<file path="src/hw/rtl/ple_pkg.sv">
// Shared types, sizes and codes of the positional list engine.
package ple_pkg;

    localparam int CAPACITY = 16;
    localparam int IDX_W    = $clog2(CAPACITY);
    localparam int CNT_W    = $clog2(CAPACITY + 1);
    localparam int POS_W    = 5;
    localparam int OUT_CNT_W = 5;
    localparam int CMP_W    = (CNT_W > POS_W) ? CNT_W : POS_W;
    localparam int DATA_W   = 32;

    typedef enum logic [2:0] {
        OP_INS_FRONT = 3'd0,
        OP_INS_END   = 3'd1,
        OP_INS_POS   = 3'd2,
        OP_DEL_FRONT = 3'd3,
        OP_DEL_END   = 3'd4,
        OP_DEL_POS   = 3'd5,
        OP_DUMP      = 3'd6
    } op_t;

    typedef enum logic [1:0] {
        STATUS_OK      = 2'd0,
        STATUS_INVALID = 2'd1,
        STATUS_EMPTY   = 2'd2,
        STATUS_FULL    = 2'd3
    } status_t;

    typedef enum logic [1:0] {
        ST_IDLE = 2'b01,
        ST_DUMP = 2'b10
    } state_t;

    typedef enum logic [1:0] {
        CELL_HOLD   = 2'd0,
        CELL_INSERT = 2'd1,
        CELL_REMOVE = 2'd2,
        CELL_ROTATE = 2'd3
    } cell_op_t;

    typedef struct packed {
        cell_op_t                 kind;
        logic [IDX_W-1:0]         idx;
        logic [IDX_W-1:0]         last_idx;
        logic signed [DATA_W-1:0] value;
    } chain_ctl_t;

endpackage

</file>
<file path="src/hw/rtl/ple_cell.sv">
// One storage cell of the list chain, holding a single element.
module ple_cell
    import ple_pkg::*;
(
    input  logic                     aclk,
    input  chain_ctl_t               ctl,
    input  logic [IDX_W-1:0]         my_index,
    input  logic signed [DATA_W-1:0] left_data,
    input  logic signed [DATA_W-1:0] right_data,
    input  logic signed [DATA_W-1:0] head_data,
    output logic signed [DATA_W-1:0] data
);

    logic signed [DATA_W-1:0] data_reg;
    logic signed [DATA_W-1:0] data_next;

    always_comb begin
        data_next = data_reg;
        unique case (ctl.kind)
            CELL_HOLD: begin
                data_next = data_reg;
            end
            CELL_INSERT: begin
                if (my_index == ctl.idx) begin
                    data_next = ctl.value;
                end else if (my_index > ctl.idx) begin
                    data_next = left_data;
                end
            end
            CELL_REMOVE: begin
                if (my_index >= ctl.idx) begin
                    data_next = right_data;
                end
            end
            CELL_ROTATE: begin
                if (my_index == ctl.last_idx) begin
                    data_next = head_data;
                end else begin
                    data_next = right_data;
                end
            end
            default: data_next = data_reg;
        endcase
    end

    always_ff @(posedge aclk) begin
        data_reg <= data_next;
    end

    assign data = data_reg;

endmodule

</file>
<file path="src/hw/rtl/ple_chain.sv">
// Row of list cells with the head tap and the selected-element tap.
module ple_chain
    import ple_pkg::*;
(
    input  logic                     aclk,
    input  chain_ctl_t               ctl,
    input  logic [IDX_W-1:0]         sel_idx,
    output logic signed [DATA_W-1:0] head_data,
    output logic signed [DATA_W-1:0] sel_data
);

    logic signed [DATA_W-1:0] cell_data [CAPACITY];

    for (genvar i = 0; i < CAPACITY; i++) begin : g_cell
        logic signed [DATA_W-1:0] left_in;
        logic signed [DATA_W-1:0] right_in;

        if (i == 0) begin : g_first
            assign left_in = '0;
        end else begin : g_mid_l
            assign left_in = cell_data[i-1];
        end

        if (i == CAPACITY - 1) begin : g_end
            assign right_in = '0;
        end else begin : g_mid_r
            assign right_in = cell_data[i+1];
        end

        ple_cell u_cell (
            .aclk       (aclk),
            .ctl        (ctl),
            .my_index   (IDX_W'(i)),
            .left_data  (left_in),
            .right_data (right_in),
            .head_data  (cell_data[0]),
            .data       (cell_data[i])
        );
    end

    assign head_data = cell_data[0];
    assign sel_data  = cell_data[sel_idx];

endmodule

</file>
<file path="src/hw/rtl/positional_list_engine.sv">
// Top level of the positional list engine: command decode, dump sequencer and output register.
//
//   Port group  Direction  Contents
//   s_*         in         operation in tuser, position and value in tdata
//   m_*         out        status in tuser, element and count in tdata, tlast ends the item
//
// An insert or a delete acts on the cell chain and gives one word.
// A dump of n elements gives n words by rotating the chain n times, one per cycle while
// m_tready is high; a dump of an empty list gives one word. The block takes a new item once
// the dump is over and the output register is free or being taken.
// Reset clears the element count; the cell contents need no reset.
// A stall on m_tready holds the output word and, during a dump, the rotation.
module positional_list_engine
    import ple_pkg::*;
(
    input  logic        aclk,
    input  logic        aresetn,
    input  logic        s_tvalid,
    output logic        s_tready,
    input  logic [39:0] s_tdata,   // position [4:0], value [36:5], zero fill
    input  logic [2:0]  s_tuser,   // operation [2:0]
    output logic        m_tvalid,
    input  logic        m_tready,
    output logic [39:0] m_tdata,   // element [31:0], count [36:32], zero fill
    output logic [1:0]  m_tuser,   // status [1:0]
    output logic        m_tlast
);

    state_t                   state_reg, state_next;
    logic [CNT_W-1:0]         count_reg, count_next;
    logic [CNT_W-1:0]         dump_left_reg, dump_left_next;
    logic                     out_valid_reg, out_valid_next;
    status_t                  out_status_reg, out_status_next;
    logic signed [DATA_W-1:0] out_element_reg, out_element_next;
    logic [OUT_CNT_W-1:0]     out_count_reg, out_count_next;
    logic                     out_last_reg, out_last_next;

    chain_ctl_t               ctl;
    logic signed [DATA_W-1:0] head_data;
    logic signed [DATA_W-1:0] sel_data;

    logic                     accept_in;
    logic                     slot_free;
    op_t                      op;
    logic [POS_W-1:0]         pos;
    logic [CMP_W-1:0]         pos_ext;
    logic [CMP_W-1:0]         cnt_ext;
    logic [CMP_W-1:0]         pos_m1;
    logic [CNT_W-1:0]         cnt_m1;
    logic [CMP_W-1:0]         cnt_after_ext;
    logic [IDX_W-1:0]         del_idx;
    logic                     is_full;
    logic                     is_empty;
    logic                     pos_ok;
    logic                     dump_emit;

    ple_chain u_chain (
        .aclk      (aclk),
        .ctl       (ctl),
        .sel_idx   (del_idx),
        .head_data (head_data),
        .sel_data  (sel_data)
    );

    assign slot_free = !out_valid_reg || m_tready;
    assign s_tready  = (state_reg == ST_IDLE) && slot_free;
    assign accept_in = s_tvalid && s_tready;
    assign dump_emit = (state_reg == ST_DUMP) && slot_free;

    assign op       = op_t'(s_tuser);
    assign pos      = s_tdata[POS_W-1:0];
    assign pos_ext  = CMP_W'(pos);
    assign cnt_ext  = CMP_W'(count_reg);
    assign pos_m1   = pos_ext - CMP_W'(1);
    assign cnt_m1   = count_reg - CNT_W'(1);
    assign is_full  = (count_reg == CNT_W'(CAPACITY));
    assign is_empty = (count_reg == '0);
    assign pos_ok   = (pos_ext != '0) && (pos_ext <= cnt_ext);
    assign cnt_after_ext = CMP_W'(count_next);
    assign del_idx  = (op == OP_DEL_FRONT) ? '0
                    : (op == OP_DEL_END)   ? cnt_m1[IDX_W-1:0]
                                           : pos_m1[IDX_W-1:0];

    always_comb begin
        state_next       = state_reg;
        count_next       = count_reg;
        dump_left_next   = dump_left_reg;
        out_valid_next   = out_valid_reg && !m_tready;
        out_status_next  = out_status_reg;
        out_element_next = out_element_reg;
        out_count_next   = out_count_reg;
        out_last_next    = out_last_reg;
        ctl.kind         = CELL_HOLD;
        ctl.idx          = '0;
        ctl.last_idx     = cnt_m1[IDX_W-1:0];
        ctl.value        = s_tdata[POS_W +: DATA_W];

        unique case (state_reg)
            ST_IDLE: begin
                if (accept_in) begin
                    out_valid_next   = 1'b1;
                    out_status_next  = STATUS_OK;
                    out_element_next = '0;
                    out_last_next    = 1'b1;
                    unique case (op)
                        OP_INS_FRONT, OP_INS_END: begin
                            if (is_full) begin
                                out_status_next = STATUS_FULL;
                            end else begin
                                ctl.kind   = CELL_INSERT;
                                ctl.idx    = (op == OP_INS_FRONT) ? '0
                                                                  : count_reg[IDX_W-1:0];
                                count_next = count_reg + CNT_W'(1);
                            end
                        end
                        OP_INS_POS: begin
                            if (!pos_ok) begin
                                out_status_next = STATUS_INVALID;
                            end else if (is_full) begin
                                out_status_next = STATUS_FULL;
                            end else begin
                                ctl.kind   = CELL_INSERT;
                                ctl.idx    = pos_m1[IDX_W-1:0];
                                count_next = count_reg + CNT_W'(1);
                            end
                        end
                        OP_DEL_FRONT, OP_DEL_END: begin
                            if (is_empty) begin
                                out_status_next = STATUS_EMPTY;
                            end else begin
                                ctl.kind         = CELL_REMOVE;
                                ctl.idx          = del_idx;
                                out_element_next = sel_data;
                                count_next       = cnt_m1;
                            end
                        end
                        OP_DEL_POS: begin
                            if (is_empty) begin
                                out_status_next = STATUS_EMPTY;
                            end else if (!pos_ok) begin
                                out_status_next = STATUS_INVALID;
                            end else begin
                                ctl.kind         = CELL_REMOVE;
                                ctl.idx          = del_idx;
                                out_element_next = sel_data;
                                count_next       = cnt_m1;
                            end
                        end
                        OP_DUMP: begin
                            if (is_empty) begin
                                out_status_next = STATUS_EMPTY;
                            end else begin
                                out_valid_next = 1'b0;
                                dump_left_next = count_reg;
                                state_next     = ST_DUMP;
                            end
                        end
                        default: begin
                            out_status_next = STATUS_OK;
                        end
                    endcase
                    out_count_next = cnt_after_ext[OUT_CNT_W-1:0];
                end
            end
            ST_DUMP: begin
                if (slot_free) begin
                    ctl.kind         = CELL_ROTATE;
                    out_valid_next   = 1'b1;
                    out_status_next  = STATUS_OK;
                    out_element_next = head_data;
                    out_count_next   = cnt_ext[OUT_CNT_W-1:0];
                    out_last_next    = (dump_left_reg == CNT_W'(1));
                    dump_left_next   = dump_left_reg - CNT_W'(1);
                    if (dump_left_reg == CNT_W'(1)) begin
                        state_next = ST_IDLE;
                    end
                end
            end
            default: begin
                state_next = ST_IDLE;
            end
        endcase
    end

    always_ff @(posedge aclk) begin
        if (!aresetn) begin
            state_reg     <= ST_IDLE;
            count_reg     <= '0;
            dump_left_reg <= '0;
            out_valid_reg <= 1'b0;
        end else begin
            state_reg     <= state_next;
            count_reg     <= count_next;
            dump_left_reg <= dump_left_next;
            out_valid_reg <= out_valid_next;
        end
    end

    always_ff @(posedge aclk) begin
        out_status_reg  <= out_status_next;
        out_element_reg <= out_element_next;
        out_count_reg   <= out_count_next;
        out_last_reg    <= out_last_next;
    end

    assign m_tvalid = out_valid_reg;
    assign m_tdata  = {3'b000, out_count_reg, out_element_reg};
    assign m_tuser  = out_status_reg;
    assign m_tlast  = out_last_reg;

    a_count_bound: assert property (@(posedge aclk) disable iff (!aresetn)
        count_reg <= CNT_W'(CAPACITY))
        else $error("element count exceeds capacity");

    a_dump_left: assert property (@(posedge aclk) disable iff (!aresetn)
        (state_reg == ST_DUMP) |-> (dump_left_reg != '0))
        else $error("dump running with nothing left to emit");

    a_dump_end: assert property (@(posedge aclk) disable iff (!aresetn)
        (dump_emit && (dump_left_reg == CNT_W'(1))) |=> (state_reg == ST_IDLE) && m_tlast)
        else $error("dump did not finish after its final word");

    a_no_take_in_dump: assert property (@(posedge aclk) disable iff (!aresetn)
        (state_reg == ST_DUMP) |-> !s_tready)
        else $error("input taken during a dump");

    a_count_stable_dump: assert property (@(posedge aclk) disable iff (!aresetn)
        (state_reg == ST_DUMP) |=> $stable(count_reg))
        else $error("element count changed during a dump");

endmodule
</file>
<file path="config.mk">
export PLATFORM = sky130hd
export DESIGN_NAME = positional_list_engine
export DESIGN_NICKNAME = d
export VERILOG_FILES = /design/src/hw/rtl/ple_pkg.sv /design/src/hw/rtl/ple_cell.sv /design/src/hw/rtl/ple_chain.sv /design/src/hw/rtl/positional_list_engine.sv
export SDC_FILE = /design/constraint.sdc
export NUM_CORES = 2
export LEC_CHECK = 0
export BUFFER_PORTS_ARGS = -buffer_cell sky130_fd_sc_hd__buf_4
export CAP_MARGIN = 30
export CORE_MARGIN = 2
export CORE_UTILIZATION = 45
export CTS_CLUSTER_SIZE = 24
export DETAILED_ROUTE_END_ITERATION = 7
export GPL_TIMING_DRIVEN = 0
export PLACE_DENSITY = 0.61
export RECOVER_POWER = 50
export SYNTH_ARGS = -nofsm -noshare
export SYNTH_HDL_FRONTEND = slang
export SYNTH_SLANG_ARGS = --single-unit
</file>
<file path="constraint.sdc">
create_clock -name aclk -period 19.15 [get_ports aclk]
set_input_delay 2.8725 -clock aclk [delete_from_list [all_inputs] [get_ports aclk]]
set_output_delay 2.8725 -clock aclk [all_outputs]
set_load 0.005 [all_outputs]
</file>
### Word-level counts from Yosys, hierarchy flattened

Index checks and enable logic that the tools add are counted.
W data, S select, Z words.

* bits in registers: 565
* output and inout bits: 45

* reduce and logical (&&, ||, !) cells: 36
* $lt $le $gt $ge: 34
* add/subtract/negate cells: 4
* bitwise operators: 2
* equal/unequal tests: 81
* mux-type cells: 143

Operator list (number)
* $mux W32: 71
* $pmux W32 S3: 16
* $bmux W32 S4: 1
* $pmux W32 S2: 2
* $mux W5: 16
* $eq A4 B4 Y1 const A: 16
* $ne A3 B3 Y1 const B: 16
* $reduce_and A3 Y1: 16
* $ne A2 B2 Y1 const B: 20
* $eq A3 B4 Y1 const A: 8
* $ge A4 B4 Y1 const A: 8
* $gt A4 B4 Y1 const A: 8
* $mux W2: 12
* $mux W6: 4
* $pmux W6 S4: 1
* $pmux W5 S2: 2
* $pmux W5 S4: 1
* $eq A2 B4 Y1 const A: 4
* $ge A3 B4 Y1 const A: 4
* $gt A3 B4 Y1 const A: 4
* $mux W4: 4
* $pmux W2 S2: 3
* $reduce_and A5 Y1: 2
* $sub A5 B1 Y5 const B: 2
* other kinds (34): 59

### Depth between registers and ports, before layout

* depth in word-level cells: 12
* gate-level depth with buffers: 16

### Cells and area by module

From an unflattened synthesis, not the netlist that was laid out.

* cell total of the unflattened synthesis: 4007
* area, all modules: 42846.1 µm²

Modules (own cells, without submodules)
* ple_cell at u_chain.g_cell[15].u_cell ...: cells each 208, area each 2213.4 µm², instances 10
* ple_cell at u_chain.g_cell[0].u_cell ...: cells each 207, area each 2257.2 µm², instances 6
* ple_chain: cells each 273, area each 3736.1 µm², instances 1
* positional_list_engine: cells each 412, area each 3433.3 µm², instances 1

### Worst setup path before layout

Ideal clock, no wire load.

* path kind: input-to-reg
* start: input s_tdata[4]
* end: register u_chain.g_cell[10].u_cell.data_reg[0], enable pin
* buffers on the path: 0
* slack: 11158 ps
* cell stages on the path: 9
* setup time: 466 ps
* arrival: 7527 ps
* cell sequence: ha_1 > and4_4 > a221o_1 > o211ai_1 > a32oi_1 > a21o_1 > inv_1 > nand2_1 > o21ai_0

* cells in the longest elaborated chain, start to end: 10

Ends and longest elaborated chain
* start, declared: line positional_list_engine.sv:20 `input logic [39:0] s_tdata,`
* $le A5 B5 Y1 / $reduce_bool A5 Y1 (equally long branches): line positional_list_engine.sv:78 `assign pos_ok = (pos_ext != '0) && (pos_ext <= cnt_ext);`
* $logic_and A1 B1 Y1 (*): line positional_list_engine.sv:78
* $mux W6: line positional_list_engine.sv:140 `end else if (!pos_ok) begin`
* $mux W6: line positional_list_engine.sv:138 `if (is_empty) begin`
* $pmux W6 S4 (*): line positional_list_engine.sv:105 `unique case (op)`
* $mux W6 (*): line positional_list_engine.sv:100 `if (accept_in) begin`
* $mux W4 / $pmux W2 S2 (equally long branches): line positional_list_engine.sv:98 `unique case (state_reg)`
* $gt A4 B4 Y1 (tied with other cells): line ple_cell.sv:26 `end else if (my_index > ctl.idx) begin`
* $ne A3 B3 Y1 (no source line) (tied with other cells)
* $reduce_and A3 Y1 (no source line) (*)
* end signal, assigned: line ple_cell.sv:47 `data_reg <= data_next;`
* end, declared: line ple_cell.sv:14 `logic signed [DATA_W-1:0] data_reg;`

Every way passes the cells marked *; elsewhere a longest branch is shown, timed or not.
A chain may end at the register's enable or synchronous reset.

### Worst setup path after layout

* start: input s_tdata[0]
* end: register u_chain.g_cell[4].u_cell.data_reg[10], enable pin

* cells in the longest elaborated chain, start to end: 11

Ends and longest elaborated chain
* $sub A4 B1 Y4: line positional_list_engine.sv:74 `assign pos_m1 = pos_ext - CMP_W'(1);`
* $mux W4: line positional_list_engine.sv:81 `: (op == OP_DEL_END) ? cnt_m1[IDX_W-1:0]`
* $mux W4: line positional_list_engine.sv:80 `assign del_idx = (op == OP_DEL_FRONT) ? '0`
* $mux W6: line positional_list_engine.sv:140
* $mux W6: line positional_list_engine.sv:138
* $pmux W6 S4 (*): line positional_list_engine.sv:105
* $mux W6 (*): line positional_list_engine.sv:100
* $mux W4: line positional_list_engine.sv:98
* $gt A3 B4 Y1 (tied with other cells): line ple_cell.sv:26
* $ne A3 B3 Y1 (no source line) / $ne A2 B2 Y1 (equally long branches)
* $reduce_and A3 Y1 (no source line) (*)
* end signal, assigned: line ple_cell.sv:47
* end, declared: line ple_cell.sv:14

Marked as above.

==> impl_metrics.env <==
export IMPL_outcome="finished, violations left"
export IMPL_violations="DRC, capacitance limit, slew limit"
export IMPL_vias=36700
export IMPL_placed_cell_area_um2=39900
export IMPL_route_detailed_drc=10
export IMPL_core_um2=81800
export IMPL_largest_register_ffs=512
export IMPL_drv_cap=18
export IMPL_route_met3_wl_um=26100
export IMPL_design_area_um2=41500
export IMPL_ir_drop_mv=0.0763
export IMPL_yosysWarnings=0
export IMPL_place_inst=4923
export IMPL_dr_pass1_iters=8
export IMPL_slowest_delay_ns=2.71
export IMPL_synth_most_common_cell="nand2_1"
export IMPL_syn_inst=3719
export IMPL_yosys_area_top_type_share=0.448
export IMPL_synthArstFlopShare=0
export IMPL_cellPowerDensity_nw_per_um2=128
export IMPL_die_h_um=291
export IMPL_hold_violations=0
export IMPL_drv_slew=269
export IMPL_rsz0062_at_grt="false"
export IMPL_path_clk_slew_ns=0.06
export IMPL_antenna_found_initial=8
export IMPL_synth_cell_types=79
export IMPL_wl_met2_um=77300
export IMPL_die_area_um2=84600
export IMPL_detail_route_wl_per_cell_um=36.3
export IMPL_grt_max_degree=28
export IMPL_critPathSlowestCell="o21ai_0"
export IMPL_reg2reg_slack_ns=11.07
export IMPL_synth_area_um2=37000
export IMPL_total_power_mw=5.32
export IMPL_gp_congestion=1.03
export IMPL_r2r_start="cnt_ext[2]"
export IMPL_cts_setup_buffers=0
export IMPL_finalCritPeriodShare=0.499
export IMPL_grt_pass1_vias=35200
export IMPL_clock_latency_ns=0.64
export IMPL_wl_um=184000
export IMPL_crit_top_cell="clkbuf_1"
export IMPL_ys_top_cells_by_count="nand2_1, edfxtp_1, nand3_1, clkbuf_1, a22oi_1"
export IMPL_grt_overflow=0
export IMPL_path_class="primary input to flop"
export IMPL_initial_core_util=0.453
export IMPL_cp_arrival_ns=9.87
export IMPL_synthFlopType="edfxtp_1"
export IMPL_fin_nets=4002
export IMPL_synth_area_leaders="edfxtp_1, mux2i_1, a22oi_1"
export IMPL_synth_edff_count=552
export IMPL_final_cells=5070
export IMPL_synth_top_area_cell="edfxtp_1"
export IMPL_cts_resized=0
export IMPL_fillers=7742
export IMPL_worst_r2r_endpoint="u_chain.g_cell[9].u_cell.data[6]"
export IMPL_synth_area_per_cell_um2=9.96
export IMPL_worstHoldPathCells=2
export IMPL_grt_pass1_wl_um=257000
export IMPL_setup_viol=0
export IMPL_whs_ns=0.517
export IMPL_io_pins=92
export IMPL_io_buffers=85
export IMPL_row_count=105
export IMPL_ys_seq_area_frac=0.455
export IMPL_routed_via_density=7.24
export IMPL_drive_above_1_share=0.0986
export IMPL_clockBufferDepth=3
export IMPL_wl_met1_um=66800
export IMPL_start_kind="primary input"
export IMPL_tns_ns=0
export IMPL_post_dp_hpwl_um=135000
export IMPL_worst_pin_slew_ns=3.39
export IMPL_grt_use_total=0.422
export IMPL_cts_root_buf="clkbuf_16"
export IMPL_final_min_clock_period_ns=9.55
export IMPL_ys_ff_latch=565
export IMPL_min_delay_start="state_reg[0]"
export IMPL_hold_path_class="flop to flop"
export IMPL_hold_end="state_reg[0]"
export IMPL_cellLeakagePower_nw=14.6
export IMPL_cts_tree="built"
export IMPL_critPathRequiredTime_ns=19.47
export IMPL_fmax_ghz=0.105
export IMPL_relSlewSlack=-1.29
export IMPL_cts_hold_buf=0
export IMPL_synthToLayoutAreaGrowth_pct=12.2
export IMPL_ant_nets=0
export IMPL_dr_max_layer_used="met5"
export IMPL_r2r_cells=14
export IMPL_ctsHtreeMaxLevel=3
export IMPL_die_w_um=291
export IMPL_cp_end_kind="flop"
export IMPL_cts_buffers=71
export IMPL_cts_sinks=565
export IMPL_crit_chain="clkbuf_1, inv_1, ha_1, or4b_1, o21ai_0, o22a_1, clkbuf_1, o41ai_1, a31oi_1, clkbuf_1, nand4b_1, clkbuf_1, o21ai_0, buf_12"
export IMPL_path_max_fanout=18
export IMPL_drtIter0Drc=6108
export IMPL_finalClockSkew_ns=0.0305
## cell families after synthesis
| family | count (synthesis) | synth area share |
|---|---|---|
| buffers and inverters | 492 | 0.0607 |
| other | 1 | 0.000101 |
| muxes | 321 | 0.0878 |
| and+or+nand+nor | 1172 | 0.151 |
| AOI/OAI and AO/OA | 1143 | 0.238 |
| xor gates and xnor gates | 9 | 0.00213 |
| DFF | 565 | 0.455 |
| adders and majority gates | 16 | 0.00540 |
## area by class of cell
class / instances / area, um2 / share of cell area
clock buffers: 95 / 1940 / 0.0467
repair buffers: 145 / 1390 / 0.0335
inverters: 19 / 71.3 / 0.00172
well taps: 1070 / 1340 / 0.0322
diodes: 6 / 15.0 / 0.000361
flip-flops and latches: 565 / 16800 / 0.405
plain buffers: 473 / 2020 / 0.0487
multi-input cells: 2664 / 17700 / 0.426
clock inverters: 33 / 215 / 0.00518
## power breakdown
part | internal (mW) | switching, mW | leakage [nW]
Sequential | 1.90 | 0.255 | 5.19
Combinational | 0.547 | 1.29 | 8.35
Clock | 0.738 | 0.583 | 1.05
## per-layer routing
layer | vias up | track usage
li1 | 14900 | -
met1 | 17800 | 0.517
met2 | 3203 | 0.618
met3 | 764 | 0.167
met4 | 6 | 0.269
met5 | - | 0.0102
## worst max-delay path by stage
stage,depth (start not counted),start,end,slack (ns)
after floorplan,9,s_tdata[4],u_chain.g_cell[10].u_cell.data[0],11.16
after global placement,10,s_tdata[4],u_chain.g_cell[10].u_cell.data[10],6.95
after detailed placement,13,s_tdata[0],u_chain.g_cell[14].u_cell.data[10],11.67
after CTS,13,s_tdata[0],u_chain.g_cell[14].u_cell.data[30],12.27
after global routing,12,s_tdata[4],u_chain.g_cell[10].u_cell.data[0],9.48
final,14,s_tdata[0],u_chain.g_cell[4].u_cell.data[10],9.60
## critical path, delay by kind of cell
kind,cells,cell delay (ns)
adder cells (fa/ha/maj),1,0.20
AO/OA/AOI/OAI,5,3.72
AND/OR/NAND/NOR,2,1.03
buffers and inverters,6,1.97
## through the flow
step	setup WS (ns)	util
after floorplan	11.16	-
after global placement	6.95	0.477
after detailed placement	11.67	0.488
after CTS	12.27	0.514
after global routing	9.48	0.507
final	9.60	0.508
## cell usage in the layout, fill, tap and decap left out, types with 27 or more instances in the layout
cell,count
o21ai_0,119
clkbuf_4,38
o21ai_1,35
o211ai_2,54
buf_1,44
a221o_1,33
buf_2,32
a21o_1,39
clkbuf_1,401
nand3_2,27
a211oi_1,97
a22oi_1,321
a311oi_1,97
edfxtp_1,552
nand2_1,552
o211ai_1,239
nand3_1,397
a31oi_1,36
clkbuf_16,74
buf_4,50
and3_1,69
and2_1,43
mux2i_1,289
(Power assumes the default switching activity.)
